## src/rtl/orq_pkg.sv

```systemverilog
// Shared types and codes for the overwriting ring queue.
// No dependencies; imported by the top level.
package orq_pkg;

    // Fixed field widths
    localparam int DATA_W  = 32;
    localparam int COUNT_W = 5;
    localparam int LEN_W   = 5;

    // Operation codes
    localparam logic OP_PUT = 1'b0;
    localparam logic OP_GET = 1'b1;

    // Status codes
    localparam logic STATUS_OK    = 1'b0;
    localparam logic STATUS_EMPTY = 1'b1;

    // Input item
    typedef struct packed {
        logic              operation;
        logic [DATA_W-1:0] put_data;
    } t_orq_in;

    // Result item
    typedef struct packed {
        logic               [DATA_W-1:0] get_data;
        logic                            status;
        logic               [COUNT_W-1:0] element_count;
    } t_orq_out;

endpackage

```

## src/rtl/orq_store.sv

```systemverilog
// Element store for the ring queue: one write port, one registered read port.
// No package dependencies.
module orq_store #(
    parameter int DEPTH = 16,
    parameter int WIDTH = 32,
    parameter int AW    = (DEPTH > 1) ? $clog2(DEPTH) : 1
) (
    input  logic             i_clk,
    input  logic             i_wr_en,
    input  logic [AW-1:0]    i_wr_addr,
    input  logic [WIDTH-1:0] i_wr_data,
    input  logic             i_rd_en,
    input  logic [AW-1:0]    i_rd_addr,
    output logic [WIDTH-1:0] o_rd_data
);

    logic [WIDTH-1:0] r_mem [DEPTH];
    logic [WIDTH-1:0] r_rd_data;

    // Write one element
    always_ff @(posedge i_clk) begin
        if (i_wr_en) begin
            r_mem[i_wr_addr] <= i_wr_data;
        end
    end

    // Read one element, hold the last read otherwise
    always_ff @(posedge i_clk) begin
        if (i_rd_en) begin
            r_rd_data <= r_mem[i_rd_addr];
        end
    end

    assign o_rd_data = r_rd_data;

endmodule

```

## src/rtl/overwriting_ring_queue.sv

```systemverilog
// Overwriting ring queue: top level with handshakes, pointers and count.
// Depends on orq_pkg and orq_store.
//
// A circular FIFO whose run-time length comes from the length register
// (0 acts as 1, values above CAPACITY act as CAPACITY). Each item is a put
// or a get; a put on a full queue drops the oldest element. The block takes
// one item per cycle while the result channel does not stall; each item
// passes through the input register, then the pointer/count update and
// the store access into the result register. The store has one write
// port and one registered read port, so a put and the next get never
// contend. Writing the length register empties the queue at once; no
// clearing pass is needed since an entry is read only after it was written.
module overwriting_ring_queue #(
    parameter int CAPACITY   = 16,
    parameter int ELEM_BYTES = 4
) (
    input  logic                        i_clk,
    input  logic                        i_rst_n,
    input  logic                        i_in_valid,
    output logic                        o_in_stall,
    input  orq_pkg::t_orq_in            i_in,
    output logic                        o_out_valid,
    input  logic                        i_out_stall,
    output orq_pkg::t_orq_out           o_out,
    input  logic                        i_cfg_we,
    input  logic [orq_pkg::LEN_W-1:0]   i_cfg_data
);

    import orq_pkg::*;

    localparam int IW      = (CAPACITY > 1) ? $clog2(CAPACITY) : 1;
    localparam int CW      = ((IW > LEN_W) ? IW : LEN_W) + 1;
    localparam int EW      = (ELEM_BYTES * 8 > DATA_W) ? DATA_W : ELEM_BYTES * 8;
    localparam int LEN_RST = (CAPACITY < 16) ? CAPACITY : 16;

    // Control state
    logic               r_in_valid;
    t_orq_in            r_in;
    logic               r_out_valid;
    logic               r_out_hit;
    logic               r_out_status;
    logic [COUNT_W-1:0] r_out_count;
    logic [IW-1:0]      r_wr_idx, n_wr_idx;
    logic [IW-1:0]      r_rd_idx, n_rd_idx;
    logic [COUNT_W-1:0] r_count,  n_count;
    logic [LEN_W-1:0]   r_len,    n_len;

    logic               advance;
    logic               proc;
    logic               in_accept;
    logic               is_put;
    logic               full;
    logic               empty;
    logic               st_wr_en;
    logic               st_rd_en;
    logic [EW-1:0]      st_rd_data;

    // Step an index around the current length
    function automatic logic [IW-1:0] f_next(input logic [IW-1:0] idx,
                                             input logic [LEN_W-1:0] len);
        logic [CW-1:0] inc;
        inc = CW'(idx) + CW'(1);
        return (inc >= CW'(len)) ? '0 : inc[IW-1:0];
    endfunction

    // Handshake
    assign advance    = !r_out_valid || !i_out_stall;
    assign proc       = r_in_valid && advance;
    assign o_in_stall = r_in_valid && !advance;
    assign in_accept  = i_in_valid && !o_in_stall;

    assign is_put = (r_in.operation == OP_PUT);
    assign full   = (r_count == COUNT_W'(r_len));
    assign empty  = (r_count == '0);

    assign st_wr_en = proc && is_put;
    assign st_rd_en = proc && !is_put && !empty;

    // Clamp a written length into 1..CAPACITY
    always_comb begin
        priority if (i_cfg_data == '0) begin
            n_len = LEN_W'(1);
        end else if (int'(i_cfg_data) > CAPACITY) begin
            n_len = LEN_W'(CAPACITY);
        end else begin
            n_len = i_cfg_data;
        end
    end

    // Advance pointers and count for the item in the input register
    always_comb begin
        n_wr_idx = r_wr_idx;
        n_rd_idx = r_rd_idx;
        n_count  = r_count;
        if (proc) begin
            if (is_put) begin
                n_wr_idx = f_next(r_wr_idx, r_len);
                if (full) begin
                    n_rd_idx = f_next(r_rd_idx, r_len);
                end else begin
                    n_count = r_count + COUNT_W'(1);
                end
            end else if (!empty) begin
                n_rd_idx = f_next(r_rd_idx, r_len);
                n_count  = r_count - COUNT_W'(1);
            end
        end
    end

    // Queue state; a length write empties the queue
    always_ff @(posedge i_clk) begin
        if (!i_rst_n) begin
            r_len    <= LEN_W'(LEN_RST);
            r_wr_idx <= '0;
            r_rd_idx <= '0;
            r_count  <= '0;
        end else if (i_cfg_we) begin
            r_len    <= n_len;
            r_wr_idx <= '0;
            r_rd_idx <= '0;
            r_count  <= '0;
        end else begin
            r_wr_idx <= n_wr_idx;
            r_rd_idx <= n_rd_idx;
            r_count  <= n_count;
        end
    end

    // Input register
    always_ff @(posedge i_clk) begin
        if (!i_rst_n) begin
            r_in_valid <= 1'b0;
        end else if (in_accept) begin
            r_in_valid <= 1'b1;
        end else if (proc) begin
            r_in_valid <= 1'b0;
        end
    end

    always_ff @(posedge i_clk) begin
        if (in_accept) begin
            r_in <= i_in;
        end
    end

    // Result register
    always_ff @(posedge i_clk) begin
        if (!i_rst_n) begin
            r_out_valid <= 1'b0;
        end else if (proc) begin
            r_out_valid <= 1'b1;
        end else if (!i_out_stall) begin
            r_out_valid <= 1'b0;
        end
    end

    always_ff @(posedge i_clk) begin
        if (proc) begin
            r_out_hit    <= st_rd_en;
            r_out_status <= (!is_put && empty) ? STATUS_EMPTY : STATUS_OK;
            r_out_count  <= n_count;
        end
    end

    orq_store #(
        .DEPTH (CAPACITY),
        .WIDTH (EW),
        .AW    (IW)
    ) u_store (
        .i_clk     (i_clk),
        .i_wr_en   (st_wr_en),
        .i_wr_addr (r_wr_idx),
        .i_wr_data (r_in.put_data[EW-1:0]),
        .i_rd_en   (st_rd_en),
        .i_rd_addr (r_rd_idx),
        .o_rd_data (st_rd_data)
    );

    // Drive the result item; data only on a successful get
    assign o_out_valid         = r_out_valid;
    assign o_out.get_data      = r_out_hit ? DATA_W'(st_rd_data) : '0;
    assign o_out.status        = r_out_status;
    assign o_out.element_count = r_out_count;

    // Checks
    a_count_le_len: assert property (@(posedge i_clk) disable iff (!i_rst_n)
        r_count <= COUNT_W'(r_len))
        else $error("element count exceeds queue length");

    a_empty_ptrs: assert property (@(posedge i_clk) disable iff (!i_rst_n)
        (r_count == '0) |-> (r_wr_idx == r_rd_idx))
        else $error("empty queue with unequal pointers");

    a_partial_ptrs: assert property (@(posedge i_clk) disable iff (!i_rst_n)
        (r_count != '0 && r_count != COUNT_W'(r_len)) |-> (r_wr_idx != r_rd_idx))
        else $error("partly filled queue with equal pointers");

    a_full_put: assert property (@(posedge i_clk) disable iff (!i_rst_n)
        (proc && is_put && full && !i_cfg_we) |=> (r_count == $past(r_count)))
        else $error("put on full queue changed the count");

    a_refused_get: assert property (@(posedge i_clk) disable iff (!i_rst_n)
        (r_out_valid && r_out_status == STATUS_EMPTY) |->
            (r_out_count == '0 && !r_out_hit))
        else $error("refused get with nonzero count or data");

endmodule

```

## config.mk

```make
export PLATFORM = sky130hd
export DESIGN_NAME = overwriting_ring_queue
export DESIGN_NICKNAME = d
export VERILOG_FILES = /design/src/rtl/orq_pkg.sv /design/src/rtl/orq_store.sv /design/src/rtl/overwriting_ring_queue.sv
export SDC_FILE = /design/constraint.sdc
export NUM_CORES = 1
export LEC_CHECK = 0
export BUFFER_PORTS_ARGS = -buffer_cell sky130_fd_sc_hd__buf_2
export CORE_MARGIN = 2
export CORE_UTILIZATION = 40
export DETAILED_ROUTE_END_ITERATION = 10
export PLACE_DENSITY = 0.6
export SLEW_MARGIN = 20
export SYNTH_ARGS = -nofsm -noshare
export SYNTH_HDL_FRONTEND = slang
export SYNTH_SLANG_ARGS = --single-unit
```

## constraint.sdc

```tcl
create_clock -name i_clk -period 5 [get_ports i_clk]
set_input_delay 0.25 -clock i_clk [delete_from_list [all_inputs] [get_ports i_clk]]
set_output_delay 0.25 -clock i_clk [all_outputs]
set_load 0.02 [all_outputs]
```

==> impl_summary.log <==
[metrics] number of storage elements in the synthesis netlist: around 600
[metrics] TritonCTS clock tree: done
[metrics] number of antenna violations at the first check in global routing: 0
[metrics] final cell count without fillers: 1,997
[metrics] synthesized cell area: 23,120 µm²
[metrics] status: finished, final reports clean
[metrics] Top Ports: 83
[metrics] launch point of the worst path: r_in_valid
[metrics] CP endpoint kind: register
[metrics] Std-Cell Core Area: approximately 57,000 µm²
[metrics] count of synthesis-stage warnings from yosys: 0
[metrics] footprint of the multi-input gates: between 4000 and 5000 µm²
[metrics] Final setup viols: 0
[metrics] fraction of final layout cells sized beyond drive strength 1: slightly above 30%
[metrics] routed vias/inst: around 5.2
[metrics] total negative slack: 0 ps
[metrics] area grow syn2layout: 17.01%
[metrics] Inst Count DP: ~1,800
[metrics] Pleak: around 0.0085 µW
[metrics] post-synthesis cell count: between 1,000 and 1,500
[metrics] kind of start point of the critical path: register
[metrics] most common library cell in the layout ignoring fill and taps: edfxtp_1
[metrics] most frequent cells in the layout: edfxtp_1 (584), mux4_2 (160), buf_2 (82)
[metrics] post-detailed-route DRC marker count: 0
[metrics] worst setup skew after layout: between 10 and 15 ps
[metrics] overall fraction of global-route tracks in use: 15.90%
[metrics] via count of the first global-routing pass: between 10,000 and 15,000
[metrics] Die Width: approximately 240 µm
[metrics] number of distinct library cells after synthesis: slightly below 50
[metrics] die span in y: 244.4 µm
[metrics] overall overflow remaining after global route: 0
[metrics] routed length per placed instance: 23.32 µm
[metrics] Initial Util: around two fifths
[metrics] total number of vias: 10,460
[metrics] count of cells resized by post-cts repair: 0
[metrics] IO buf count: between 80 and 90
[metrics] start of the worst register-to-register path: r_in_valid
[metrics] fraction of the cycle the final worst path needs: roughly three fifths
[metrics] total number of H-tree levels: 2
[metrics] number of pins with negative max-slew slack in the final report: 0
[metrics] category of the critical setup timing path: register to register
[metrics] shortest clock period the worst path allows after layout: between 2000 and 3000 ps
[metrics] FMAX: 0.3402 GHz
[metrics] register area share after synthesis: 77.57%
[metrics] Clock Sink Count: about 600
[metrics] overall power: 10,260 µW
[metrics] Final Hold Fails: 0
[metrics] routability congestion estimate from global placement: around 0.76
[metrics] net count reported at finish: about 1,200
[metrics] max-cap violation count: 0
[metrics] end-of-flow core utilization: a little under half
[metrics] data arrival time of the critical path: around 3200 ps
[metrics] first-pass detailed-route iteration total: 5
[metrics] unrepaired setup endpoints after global routing: false
[metrics] register clock-pin slew on the reported worst setup and hold paths: approximately 60 ps
[metrics] HPWL after detailed placement: 26,730 µm
[metrics] Cell Pwr Density: 379.3 nW/µm²
[metrics] Num CTS Buffers: 61
[metrics] max_slew headroom: between 20% and 30%
[metrics] antenna viol nets, final: 0
[metrics] largest net degree at the start of global routing: 69
[metrics] hold path start: i_cfg_we
[metrics] clock insertion delay at the later pin of the skew report: between 600 and 700 ps
[metrics] maximum number of buffers from clock root to sink: 3
[metrics] transition time at the pin with the least slew margin: around 1100 ps
[metrics] net count after synthesis: 1,080
[metrics] FP Rows: 88
[metrics] Worst Path Max Fanout: 17
[metrics] number of fillers in the final layout: between 4,000 and 5,000
[metrics] Max VDD drop: 0.2760 mV
[metrics] first-pass GRT wire length: roughly 70,000 µm
[metrics] root buf cell: clkbuf_16
[metrics] class of the worst hold path: input port to register
[metrics] sequential cell area: between 15,000 and 20,000 µm²
[metrics] CP required: roughly 5300 ps
[metrics] Detailed Route WL: 46,580 µm
[metrics] Detailed Route Iter0 Violations: 822
[metrics] per-instance average area after synthesis: 22.67 µm²
[metrics] Die Outline Area: ~60,000 µm²
[metrics] slack of the worst reg-to-reg path: between 2000 and 2500 ps
[metrics] Antenna Diode Count: 0
[sequential cells by signal, indices dropped and copies added (netlist names), 4 cells and up]
name               flops
u_store.r_mem        512
r_out_count            5
r_wr_idx               4
r_count                5
u_store.o_rd_data     32
r_in                  33
r_rd_idx               4
r_len                  5
[kinds of logic (layout without fill, tap and decap cells)]
kind of cell,Yosys count,count (layout),synth area share (%)
buf+inv,62,274,1.391
mux,163,163,15.71
flops,604,604,77.57
xor+xnor,9,9,0.3409
simple gates,120,120,2.765
compound gates,45,45,1.304
fa+ha+maj,17,17,0.9198
[worst paths after layout]
check	end	cells past startpoint
max	u_store.r_mem[7][5]	5
min	r_len[1]	3
max reg2reg	u_store.r_mem[7][5]	5
min reg2reg	o_out_valid	2
[cell type report]
class | instances | share of cell area [%]
Clock buffer | 80 | 6.095
Clock inverter | 29 | 1.184
Inverter | 12 | 0.1665
Multi-Input combinational cell | 354 | 18.46
Sequential cell | 604 | 66.33
Tap cell | 765 | 3.538
Timing Repair Buffer | 153 | 4.227
[repair_timing]
item	CTS	global route
setup buffers	0	0
hold endpoints to repair	40	0
hold buffers	44	0
[power breakdown]
| group | internal [µW] | switching, µW |
|---|---|---|
| logic | 75.6 | 74.6 |
| registers | 5580 | 71.6 |
| clock network | 2620 | 1840 |
| total | 8280 | 1980 |
[critical path, stage by stage, from the launching register on]
cell and delay (ps):
dfxtp_1 350, a21bo_1 330, nor2_1 500, nand2_1 360
nor2_4 610, buf_4 440
[per-stage QoR]
step | area (µm²) | setup slack [ps] | hold WS, ps
floorplan | 23120 | 1095 | 326.2
global placement | 24560 | 2098 | 426.6
detailed placement | 24570 | 2009 | 428.1
CTS | 26980 | 2019 | 39.49
global route | 27060 | 1843 | 71.33
finish | 27060 | 2060 | 71.13
[routing by layer]
layer | part of all wire (%) | GRT usage, % | wire, µm | vias to the layer above
met5 | 0 | 0 | 0 | -
met4 | 2.1 | 4.770 | 980 | 0
met3 | 4.5 | 2.930 | 2087 | 65
met2 | 50 | 26.60 | 23330 | 235
met1 | 43 | 21.33 | 20170 | 5582
li1 | - | - | - | 4579
[synth_stat cells, drive strengths merged]
cell	instances	share of area, %
a311o	1	0.043
mux2i	3	0.13
a2111oi	1	0.038
nor3	10	0.24
dfxtp	20	1.7
o21a	1	0.032
nand4	1	0.027
nand2b	5	0.14
a221oi	1	0.065
and2	39	1.1
nand2	19	0.31
o22ai	1	0.027
xor2	6	0.23
a21oi	12	0.26
nand3b	2	0.065
xnor2	3	0.11
o31a	2	0.076
a22oi	2	0.065
nand3	7	0.15
edfxtp	584	76
a32o	1	0.043
mux4	160	16
or3	1	0.027
buf	26	0.81
o21ai	10	0.22
o311a	1	0.043
nor2b	10	0.27
ha	17	0.92
and3	3	0.081
a21boi	2	0.065
clkbuf	24	0.39
o31ai	2	0.065
nand4b	1	0.038
or2	1	0.027
a22o	1	0.038
a21bo	1	0.043
nor2	21	0.34
o21bai	1	0.032
a31oi	3	0.081
a211oi	1	0.032
inv	12	0.19
a31o	1	0.038
(Power assumes the default switching activity.)
